### config.mk
export PLATFORM = sky130hd
export DESIGN_NAME = periodic_pair_cutoff_filter
export DESIGN_NICKNAME = d
export VERILOG_FILES = /design/src/hdl/ppcf_pkg.sv /design/src/hdl/ppcf_ctrl.sv /design/src/hdl/ppcf_datapath.sv /design/src/hdl/periodic_pair_cutoff_filter.sv
export SDC_FILE = /design/constraint.sdc
export NUM_CORES = 2
export LEC_CHECK = 0
export ABC_CLOCK_PERIOD_IN_PS = 11160
export BUFFER_PORTS_ARGS = -buffer_cell sky130_fd_sc_hd__buf_4
export CAP_MARGIN = 20
export CORE_MARGIN = 1
export CORE_UTILIZATION = 50
export DETAILED_ROUTE_END_ITERATION = 10
export PLACE_DENSITY_LB_ADDON = 0.2
export SLEW_MARGIN = 20
export SYNTH_ARGS = -nofsm -noshare
export SYNTH_HDL_FRONTEND = slang
export SYNTH_SLANG_ARGS = --single-unit
### constraint.sdc
create_clock -name clk -period 11.16 [get_ports clk]
set_input_delay 2.232 -clock clk [delete_from_list [all_inputs] [get_ports clk]]
set_output_delay 2.232 -clock clk [all_outputs]
set_load 0.1 [all_outputs]
### src/hdl/ppcf_pkg.sv
`default_nettype none

package ppcf_pkg;

  // Width of the working displacement. Tilt and length corrections can push
  // a component well past 33 bits.
  localparam int DW = 40;

  // Configuration register indexes
  localparam logic [2:0] CFG_BOX_X  = 3'd0;
  localparam logic [2:0] CFG_BOX_Y  = 3'd1;
  localparam logic [2:0] CFG_BOX_Z  = 3'd2;
  localparam logic [2:0] CFG_TILT_XY = 3'd3;
  localparam logic [2:0] CFG_TILT_YZ = 3'd4;
  localparam logic [2:0] CFG_TILT_XZ = 3'd5;
  localparam logic [2:0] CFG_CUTOFF = 3'd6;

  // Multiplier operand selects
  localparam logic [1:0] SQ_CUT = 2'd0;
  localparam logic [1:0] SQ_X   = 2'd1;
  localparam logic [1:0] SQ_Y   = 2'd2;
  localparam logic [1:0] SQ_Z   = 2'd3;

  typedef struct packed {
    logic [15:0]        first_index;
    logic [15:0]        second_index;
    logic signed [31:0] first_x;
    logic signed [31:0] first_y;
    logic signed [31:0] first_z;
    logic signed [31:0] second_x;
    logic signed [31:0] second_y;
    logic signed [31:0] second_z;
    logic               restart_count;
  } pair_in_t;

  typedef struct packed {
    logic [15:0] pair_first;
    logic [15:0] pair_second;
    logic [31:0] pair_ordinal;
    logic        wrap_overflow;
  } pair_out_t;

  typedef struct packed {
    logic [30:0]        box_x;
    logic [30:0]        box_y;
    logic [30:0]        box_z;
    logic signed [31:0] tilt_xy;
    logic signed [31:0] tilt_yz;
    logic signed [31:0] tilt_xz;
    logic [30:0]        cutoff;
  } cfg_t;

  typedef enum logic [1:0] {
    AX_Z,
    AX_Y,
    AX_X
  } axis_t;

  typedef enum logic [3:0] {
    ST_IDLE,
    ST_WRAP_Z,
    ST_WRAP_Y,
    ST_WRAP_X,
    ST_RANGE,
    ST_SQUARE,
    ST_SETTLE,
    ST_COMPARE,
    ST_EMIT
  } state_t;

  typedef struct packed {
    logic        load;
    logic        correct;
    axis_t       axis;
    logic        set_ovf;
    logic        square;
    logic [1:0]  sq_sel;
    logic        emit;
  } cmd_t;

  typedef struct packed {
    logic pair_ok;
    logic fits_z;
    logic fits_y;
    logic fits_x;
    logic out_of_range;
    logic in_cutoff;
    logic out_free;
  } status_t;

endpackage

`default_nettype wire

### src/hdl/ppcf_ctrl.sv
`default_nettype none

module ppcf_ctrl #(
  parameter int WRAP_LIMIT = 4
) (
  input  wire logic              clk,
  input  wire logic              rst,
  input  wire logic              in_valid,
  output logic                   in_stall,
  input  wire ppcf_pkg::status_t status,
  output ppcf_pkg::cmd_t         cmd
);
  import ppcf_pkg::*;

  localparam int WCW = $clog2(WRAP_LIMIT + 1);
  localparam logic [WCW-1:0] WrapMax = WCW'(WRAP_LIMIT);

  state_t         state, state_next;
  logic [WCW-1:0] wrap_n, wrap_n_next;
  logic [1:0]     step, step_next;
  logic           limit;
  logic           fits_now;

  assign limit = (wrap_n == WrapMax);

  always_comb begin
    case (state)
      ST_WRAP_Z: fits_now = status.fits_z;
      ST_WRAP_Y: fits_now = status.fits_y;
      ST_WRAP_X: fits_now = status.fits_x;
      default:   fits_now = 1'b1;
    endcase
  end

  // Next state and counters
  always_comb begin
    state_next  = state;
    wrap_n_next = wrap_n;
    step_next   = step;
    case (state)
      ST_IDLE: begin
        wrap_n_next = '0;
        step_next   = '0;
        if (in_valid && status.pair_ok) begin
          state_next = ST_WRAP_Z;
        end
      end
      ST_WRAP_Z, ST_WRAP_Y, ST_WRAP_X: begin
        if (fits_now || limit) begin
          wrap_n_next = '0;
          case (state)
            ST_WRAP_Z: state_next = ST_WRAP_Y;
            ST_WRAP_Y: state_next = ST_WRAP_X;
            default:   state_next = ST_RANGE;
          endcase
        end else begin
          wrap_n_next = wrap_n + 1'b1;
        end
      end
      ST_RANGE: begin
        state_next = status.out_of_range ? ST_IDLE : ST_SQUARE;
      end
      ST_SQUARE: begin
        step_next = step + 1'b1;
        if (step == SQ_Z) begin
          state_next = ST_SETTLE;
        end
      end
      ST_SETTLE: state_next = ST_COMPARE;
      ST_COMPARE: begin
        state_next = status.in_cutoff ? ST_EMIT : ST_IDLE;
      end
      ST_EMIT: begin
        if (status.out_free) begin
          state_next = ST_IDLE;
        end
      end
      default: state_next = ST_IDLE;
    endcase
  end

  // Commands to the datapath
  always_comb begin
    cmd = '0;
    case (state)
      ST_IDLE: cmd.load = in_valid;
      ST_WRAP_Z, ST_WRAP_Y, ST_WRAP_X: begin
        case (state)
          ST_WRAP_Z: cmd.axis = AX_Z;
          ST_WRAP_Y: cmd.axis = AX_Y;
          default:   cmd.axis = AX_X;
        endcase
        cmd.correct = !fits_now && !limit;
        cmd.set_ovf = !fits_now && limit;
      end
      ST_SQUARE: begin
        cmd.square = 1'b1;
        cmd.sq_sel = step;
      end
      ST_EMIT: cmd.emit = status.out_free;
      default: cmd = '0;
    endcase
  end

  assign in_stall = (state != ST_IDLE);

  always_ff @(posedge clk) begin
    if (rst) begin
      state  <= ST_IDLE;
      wrap_n <= '0;
      step   <= '0;
    end else begin
      state  <= state_next;
      wrap_n <= wrap_n_next;
      step   <= step_next;
    end
  end

endmodule

`default_nettype wire

### src/hdl/ppcf_datapath.sv
`default_nettype none

module ppcf_datapath #(
  parameter int MAX_ATOMS = 65536
) (
  input  wire logic                clk,
  input  wire logic                rst,
  input  wire ppcf_pkg::cfg_t      cfg,
  input  wire ppcf_pkg::pair_in_t  in_item,
  input  wire ppcf_pkg::cmd_t      cmd,
  output ppcf_pkg::status_t        status,
  output logic                     out_valid,
  input  wire logic                out_stall,
  output ppcf_pkg::pair_out_t      out_item
);
  import ppcf_pkg::*;

  localparam logic [24:0] AtomLimit = 25'(MAX_ATOMS);

  logic signed [DW-1:0] dx, dy, dz;
  logic [15:0]          idx_a, idx_b;
  logic                 ovf;
  logic [31:0]          pair_count, count_next;
  logic [DW-1:0]        ax, ay, az;
  logic [DW-1:0]        len_z, len_y, len_x;
  logic signed [DW-1:0] t_xy, t_yz, t_xz;
  logic [30:0]          mul_op;
  logic [61:0]          prod;
  logic                 acc_en;
  logic                 acc_to_cut;
  logic [63:0]          acc;
  logic [61:0]          cut_sq;
  logic [DW-1:0]        cut_w;

  function automatic logic [DW-1:0] mag_of(input logic signed [DW-1:0] v);
    mag_of = v[DW-1] ? DW'(-v) : DW'(v);
  endfunction

  function automatic logic signed [DW-1:0] sext32(input logic [31:0] v);
    sext32 = {{(DW-32){v[31]}}, v};
  endfunction

  assign len_x = {{(DW-31){1'b0}}, cfg.box_x};
  assign len_y = {{(DW-31){1'b0}}, cfg.box_y};
  assign len_z = {{(DW-31){1'b0}}, cfg.box_z};
  assign cut_w = {{(DW-31){1'b0}}, cfg.cutoff};
  assign t_xy  = sext32(cfg.tilt_xy);
  assign t_yz  = sext32(cfg.tilt_yz);
  assign t_xz  = sext32(cfg.tilt_xz);

  assign ax = mag_of(dx);
  assign ay = mag_of(dy);
  assign az = mag_of(dz);

  assign status.pair_ok = (in_item.first_index != in_item.second_index)
                       && ({9'b0, in_item.first_index} < AtomLimit)
                       && ({9'b0, in_item.second_index} < AtomLimit);
  // Half-length test done exactly as 2*|d| <= length
  assign status.fits_z = ({1'b0, az[DW-2:0], 1'b0} <= {1'b0, len_z});
  assign status.fits_y = ({1'b0, ay[DW-2:0], 1'b0} <= {1'b0, len_y});
  assign status.fits_x = ({1'b0, ax[DW-2:0], 1'b0} <= {1'b0, len_x});
  assign status.out_of_range = (ax >= cut_w) || (ay >= cut_w) || (az >= cut_w);
  assign status.in_cutoff = (acc < {2'b0, cut_sq});
  assign status.out_free = !out_valid || !out_stall;

  // Displacement and wrap corrections, one correction per cycle
  always_ff @(posedge clk) begin
    if (cmd.load) begin
      dx    <= sext32(in_item.second_x) - sext32(in_item.first_x);
      dy    <= sext32(in_item.second_y) - sext32(in_item.first_y);
      dz    <= sext32(in_item.second_z) - sext32(in_item.first_z);
      idx_a <= in_item.first_index;
      idx_b <= in_item.second_index;
    end else if (cmd.correct) begin
      case (cmd.axis)
        AX_Z: begin
          if (dz[DW-1]) begin
            dz <= dz + $signed(len_z);
            dy <= dy + t_yz;
            dx <= dx + t_xz;
          end else begin
            dz <= dz - $signed(len_z);
            dy <= dy - t_yz;
            dx <= dx - t_xz;
          end
        end
        AX_Y: begin
          if (dy[DW-1]) begin
            dy <= dy + $signed(len_y);
            dx <= dx + t_xy;
          end else begin
            dy <= dy - $signed(len_y);
            dx <= dx - t_xy;
          end
        end
        default: begin
          dx <= dx[DW-1] ? dx + $signed(len_x) : dx - $signed(len_x);
        end
      endcase
    end
  end

  always_ff @(posedge clk) begin
    if (cmd.load) begin
      ovf <= 1'b0;
    end else if (cmd.set_ovf) begin
      ovf <= 1'b1;
    end
  end

  // Shared squarer: cutoff, then x, y, z; product registered before the add
  always_comb begin
    case (cmd.sq_sel)
      SQ_CUT:  mul_op = cfg.cutoff;
      SQ_X:    mul_op = ax[30:0];
      SQ_Y:    mul_op = ay[30:0];
      SQ_Z:    mul_op = az[30:0];
      default: mul_op = cfg.cutoff;
    endcase
  end

  always_ff @(posedge clk) begin
    if (cmd.square) begin
      prod       <= 62'(mul_op) * 62'(mul_op);
      acc_to_cut <= (cmd.sq_sel == SQ_CUT);
    end
  end

  always_ff @(posedge clk) begin
    if (rst) begin
      acc_en <= 1'b0;
    end else begin
      acc_en <= cmd.square;
    end
  end

  always_ff @(posedge clk) begin
    if (cmd.load) begin
      acc <= '0;
    end else if (acc_en) begin
      if (acc_to_cut) begin
        cut_sq <= prod;
      end else begin
        acc <= acc + {2'b0, prod};
      end
    end
  end

  // Saturating pair counter and output register
  assign count_next = (pair_count == '1) ? pair_count : pair_count + 32'd1;

  always_ff @(posedge clk) begin
    if (rst) begin
      pair_count <= '0;
      out_valid  <= 1'b0;
    end else begin
      if (cmd.load && in_item.restart_count) begin
        pair_count <= '0;
      end else if (cmd.emit) begin
        pair_count <= count_next;
      end
      if (cmd.emit) begin
        out_valid <= 1'b1;
      end else if (!out_stall) begin
        out_valid <= 1'b0;
      end
    end
  end

  always_ff @(posedge clk) begin
    if (cmd.emit) begin
      out_item.pair_first    <= idx_a;
      out_item.pair_second   <= idx_b;
      out_item.pair_ordinal  <= count_next;
      out_item.wrap_overflow <= ovf;
    end
  end

endmodule

`default_nettype wire

### src/hdl/periodic_pair_cutoff_filter.sv
// Periodic pair cutoff filter: minimum-image distance test for atom pairs
// in a triclinic box.
// Input channel (in_valid / in_stall / in_item): one candidate pair per item,
// accepted when in_valid is high and in_stall is low. in_stall is high while
// an item is in work; one item is processed at a time.
// Output channel (out_valid / out_stall / out_item): zero or one result per
// item, for pairs within the cutoff, numbered by a saturating counter.
// Sequence: an item with equal or out-of-range indices is dropped when taken.
// Otherwise a load, then per axis (z, y, x) one wrap correction per cycle
// until a fit check passes or WRAP_LIMIT corrections are made, a range
// check (a pair with an axis at or past the cutoff ends here), the squares
// of the cutoff and of x, y and z on the shared 31x31 squarer, a settle and
// a compare (a pair at or outside the cutoff ends here), and a hand-off to
// the output register. The number of wrap corrections varies per item.
// The output register holds a finished result while out_stall is high; the
// next item is taken meanwhile and waits only at its own hand-off.
// Configuration (cfg_write / cfg_index / cfg_data) must be written only while idle; the block does not enforce this.
// Reset (rst, synchronous) restores box lengths of 1.0, zero tilts, a zero
// cutoff, clears the pair counter and drops any pending result.
`default_nettype none

module periodic_pair_cutoff_filter #(
  parameter int MAX_ATOMS  = 65536,
  parameter int WRAP_LIMIT = 4
) (
  input  wire logic                clk,
  input  wire logic                rst,
  input  wire logic                in_valid,
  output logic                     in_stall,
  input  wire ppcf_pkg::pair_in_t  in_item,
  output logic                     out_valid,
  input  wire logic                out_stall,
  output ppcf_pkg::pair_out_t      out_item,
  input  wire logic                cfg_write,
  input  wire logic [2:0]          cfg_index,
  input  wire logic [31:0]         cfg_data
);
  import ppcf_pkg::*;

  cfg_t    cfg;
  cmd_t    cmd;
  status_t status;

  // Configuration registers; a write to an unused index is dropped
  always_ff @(posedge clk) begin
    if (rst) begin
      cfg.box_x   <= 31'd65536;
      cfg.box_y   <= 31'd65536;
      cfg.box_z   <= 31'd65536;
      cfg.tilt_xy <= '0;
      cfg.tilt_yz <= '0;
      cfg.tilt_xz <= '0;
      cfg.cutoff  <= '0;
    end else if (cfg_write) begin
      case (cfg_index)
        CFG_BOX_X:   cfg.box_x   <= cfg_data[30:0];
        CFG_BOX_Y:   cfg.box_y   <= cfg_data[30:0];
        CFG_BOX_Z:   cfg.box_z   <= cfg_data[30:0];
        CFG_TILT_XY: cfg.tilt_xy <= cfg_data;
        CFG_TILT_YZ: cfg.tilt_yz <= cfg_data;
        CFG_TILT_XZ: cfg.tilt_xz <= cfg_data;
        CFG_CUTOFF:  cfg.cutoff  <= cfg_data[30:0];
        default: ;
      endcase
    end
  end

  // Sequencer: steps the wrap, range, squaring and hand-off phases
  ppcf_ctrl #(
    .WRAP_LIMIT(WRAP_LIMIT)
  ) u_ctrl (
    .clk      (clk),
    .rst      (rst),
    .in_valid (in_valid),
    .in_stall (in_stall),
    .status   (status),
    .cmd      (cmd)
  );

  // Displacement registers, wrap adders, squarer, counter and output register
  ppcf_datapath #(
    .MAX_ATOMS(MAX_ATOMS)
  ) u_dp (
    .clk       (clk),
    .rst       (rst),
    .cfg       (cfg),
    .in_item   (in_item),
    .cmd       (cmd),
    .status    (status),
    .out_valid (out_valid),
    .out_stall (out_stall),
    .out_item  (out_item)
  );

endmodule

`default_nettype wire

==> summary.md <==
| Metric | Value |
|---|---|
| Status | `finished, final reports clean` |
| Antenna violations before repair | `4` |
| Leakage power | `40.9 nW` |
| DR DRC count | `0` |
| Clock Tree Buf Depth | `3` |
| Post-synth top flop | `edfxtp_1` |
| Clk slew on worst S/H paths | `60 ps` |
| Top-count cell post-synth | `inv_1` |
| Seq pwr share | `22.5%` |
| Int Pwr | `8.98 mW` |
| Synthesized Nets | `11.3k` |
| Die area | `161,000 sq um` |
| Largest net degree at the start of global routing | `115` |
| Worst Hold Depth | `0` |
| Via count | `69.5k` |
| CP dominant cell by count | `fa_1` |
| Post-synth EDFFs | `340` |
| F_max | `92.8 MHz` |
| Initial DRT Pass Iterations | `6` |
| Worst hold slack | `418 ps` |
| Cell area power density | `191 nW/um^2` |
| Synth Instances | `9,440` |
| Vias in the first global route | `68.4k` |
| Drt initial violations | `6,369` |
| RR Startpoint | `u_dp.dx[9]$_DFFE_PP_` |
| Synth top area share | `19.2%` |
| Worst hold path class | `register to register` |
| Initial Util | `50.3%` |
| Final min period | `10,770 ps` |
| Sw Ratio | `46.8%` |
| Drt wl/cell | `21.6 um` |
| Final Slew Violations | `0` |
| DP HPWL | `202,000 um` |
| Post-synth cell types | `96` |
| Placeable Area | `158,000 sq um` |
| Die Wd | `401 um` |
| GPL Wtd Cong | `1.04` |
| Least-Margin Pin Slew | `1240 ps` |
| RR Endpoint | `u_dp.prod[54]$_DFFE_PN_` |
| Hold endpoint | `u_dp.out_item[58]$_DFFE_PP_` |
| Mapped Avg Cell Area | `8.45 sq um` |
| Hold_sp | `u_dp.idx_a[9]$_DFFE_PP_` |
| Clk Latency, worst-skew pair | `750 ps` |
| Crit path max-delay family | `adder cells` |
| Die height | `401 um` |
| CTS buffer count | `84` |
| CP Data Required Time | `11,620 ps` |
| Finish-stage setup viols | `0` |
| Post-Syn Area | `79,700 sq um` |
| Synth area leaders | `fa_1 19%, edfxtp_1 13%, ha_1 12%` |
| Top Ports | `332` |
| Worst path slowest cell | `fa_1` |
| YS warnings | `0` |
| Largest area contributor in the netlist | `fa_1` |
| Final Cycle Share | `96.5%` |
| Async set-reset flop share out of synthesis | `0%` |
| Yosys reg bits | `668` |
| Number of max-cap violations | `0` |
| Setup crit start kind | `register` |
| GRT Overall Usage | `31.5%` |
| Arr. time, crit path | `11,230 ps` |
| Final #Nets | `11.5k` |
| Crit end category | `register` |
| CP bufs+invs | `7` |
| Area delta synth->final | `10.8%` |
| Critical Path Fanout Max | `9` |
| Register area share after synthesis | `21.0%` |
| Power consumption | `16.9 mW` |
| Skew final | `56.0 ps` |
| FF-to-FF setup slack | `390 ps` |
| WS Path Type | `register to register` |
| Endpoints failing hold | `0` |
| Clock tree from TritonCTS | `yes` |
| # hold bufs at CTS | `0` |
| H-tree Lvls | `3` |
| Number of placement rows | `146` |
| Top cells by count, synth | `1,412 x inv_1, 1,109 x nand2_1, 810 x a21oi_1` |
| Vias per cell | `5.87` |
| Post-route ant nets | `0` |
| Clock power share | `18.3%` |
| Fin Setup TNS | `0 ps` |
| R2R cell count | `37` |
| Root Buffer | `clkbuf_16` |
| Switching pwr | `7.90 mW` |
| Rel. slew slack | `16.9%` |
| Clock sinks | `668` |
| Port buffer count | `331` |
| Logic pwr share | `59.2%` |
| Remaining Overflow, GRT | `0` |
| First-pass GRT wire length | `393,000 um` |
| Max stage delay on crit path | `670 ps` |
| Layout cell share with drive strength beyond 1 | `8.09%` |
| WL final | `255,000 um` |
| Worst vdd ir | `0.154 mV` |
-- layout by cell type, fill, tap and decap left out, types with 92 or more instances in the layout --
| master | netlist | routed |
|---|---|---|
| xor2_1 | 210 | 210 |
| nand2_1 | 1109 | 1104 |
| dfxtp_1 | 328 | 327 |
| nor3_1 | 143 | 134 |
| a21oi_1 | 810 | 807 |
| a31oi_1 | 93 | 92 |
| inv_1 | 1412 | 1408 |
| fa_1 | 766 | 766 |
| ha_1 | 789 | 789 |
| nor2_1 | 744 | 739 |
| buf_4 | 1 | 507 |
| xnor2_1 | 399 | 397 |
| nand3_1 | 129 | 125 |
| edfxtp_1 | 340 | 340 |
| a21o_1 | 243 | 243 |
| o21ai_0 | 356 | 354 |
-- layer usage --
layer  part of all wire [%]  global-route usage [%]
met1                     42                    42.7
met2                     45                    49.8
met3                    8.5                    5.51
met4                    4.3                    12.4
met5                 0.0051                       0
-- metrics by stage --
step | instances | cell area [sq um] | util (%) | worst slack, ps
4_1_cts | 11834 | 88100 | 55.7 | 81.4
5_1_grt | 11839 | 88400 | 55.8 | -2.53
3_3_place_gp | 11677 | 85000 | 53.7 | 171
6_report | 11841 | 88400 | 55.8 | 389
3_5_place_dp | 11677 | 85000 | 53.7 | 110
2_1_floorplan | 9440 | 79700 | - | 802
-- cell type report --
class / instances / area, sq um
Antenna cell: 2 / 5.00
Clock buffer: 112 / 2440
Clock inverter: 45 / 694
Fill cell: 14550 / 70000
Inverter: 1420 / 5340
Multi-Input combinational cell: 7010 / 56600
Sequential cell: 668 / 16800
Tap cell: 2072 / 2590
Timing Repair Buffer: 512 / 3870
-- worst register-to-register path: cells and delay by family, from the launching register on --
family	cells	cell delay [ps]
adders and majority gates	9	4320
AOI/OAI and AO/OA	12	2590
and+or+nand+nor	6	1810
buffers and inverters	7	810
xor gates and xnor gates	3	520
DFF	1	480
-- power groups by stage --
stage               logic [mW]  clock network [mW]  registers, mW
floorplan                 6.81                   0           3.58
global placement          9.43                   0           3.79
detailed placement        9.65                   0           3.80
CTS                       9.72                3.15           3.76
global route              10.9                3.24           3.82
finish                    9.99                3.10           3.79
-- registers in the layout (all words and copies together) (netlist names), 32 cells and up --
signal / count
u_dp.acc: 64
cfg: 220
u_dp.dy: 40
u_dp.dx: 40
u_dp.dz: 40
u_dp.out_item: 65
u_dp.pair_count: 32
u_dp.prod: 61
u_dp.cut_sq: 61
-- worst max path at each step --
stage / end / slack (ps) / cells past startpoint / startpoint
global route: u_dp.prod[54]$_DFFE_PN_ / -3 / 38 / u_dp.dz[0]$_DFFE_PP_
global placement: u_dp.prod[55]$_DFFE_PN_ / 170 / 37 / u_dp.dz[0]$_DFFE_PP_
detailed placement: u_dp.prod[61]$_DFFE_PN_ / 110 / 35 / u_dp.dy[6]$_DFFE_PP_
CTS: u_dp.prod[55]$_DFFE_PN_ / 80 / 33 / u_dp.dy[6]$_DFFE_PP_
finish: u_dp.prod[54]$_DFFE_PN_ / 390 / 37 / u_dp.dx[9]$_DFFE_PP_
floorplan: u_dp.prod[55]$_DFFE_PN_ / 800 / 37 / u_dp.dz[0]$_DFFE_PP_
-- logic make-up after synthesis --
kind of cell | share of synthesized area, %
AO/OA/AOI/OAI | 16.3
XOR/XNOR | 6.69
adder cells (fa/ha/maj) | 31.6
buffers and inverters | 8.32
flip-flops | 21.0
multiplexers | 0.651
AND/OR/NAND/NOR | 15.4
-- what timing repair did --
| item | CTS | global route |
|---|---|---|
| resized for setup | 0 | 33 |
| setup buffers | 0 | 5 |
| setup endpoints to repair | 0 | 29 |
Power figures use the tool's default switching activity.
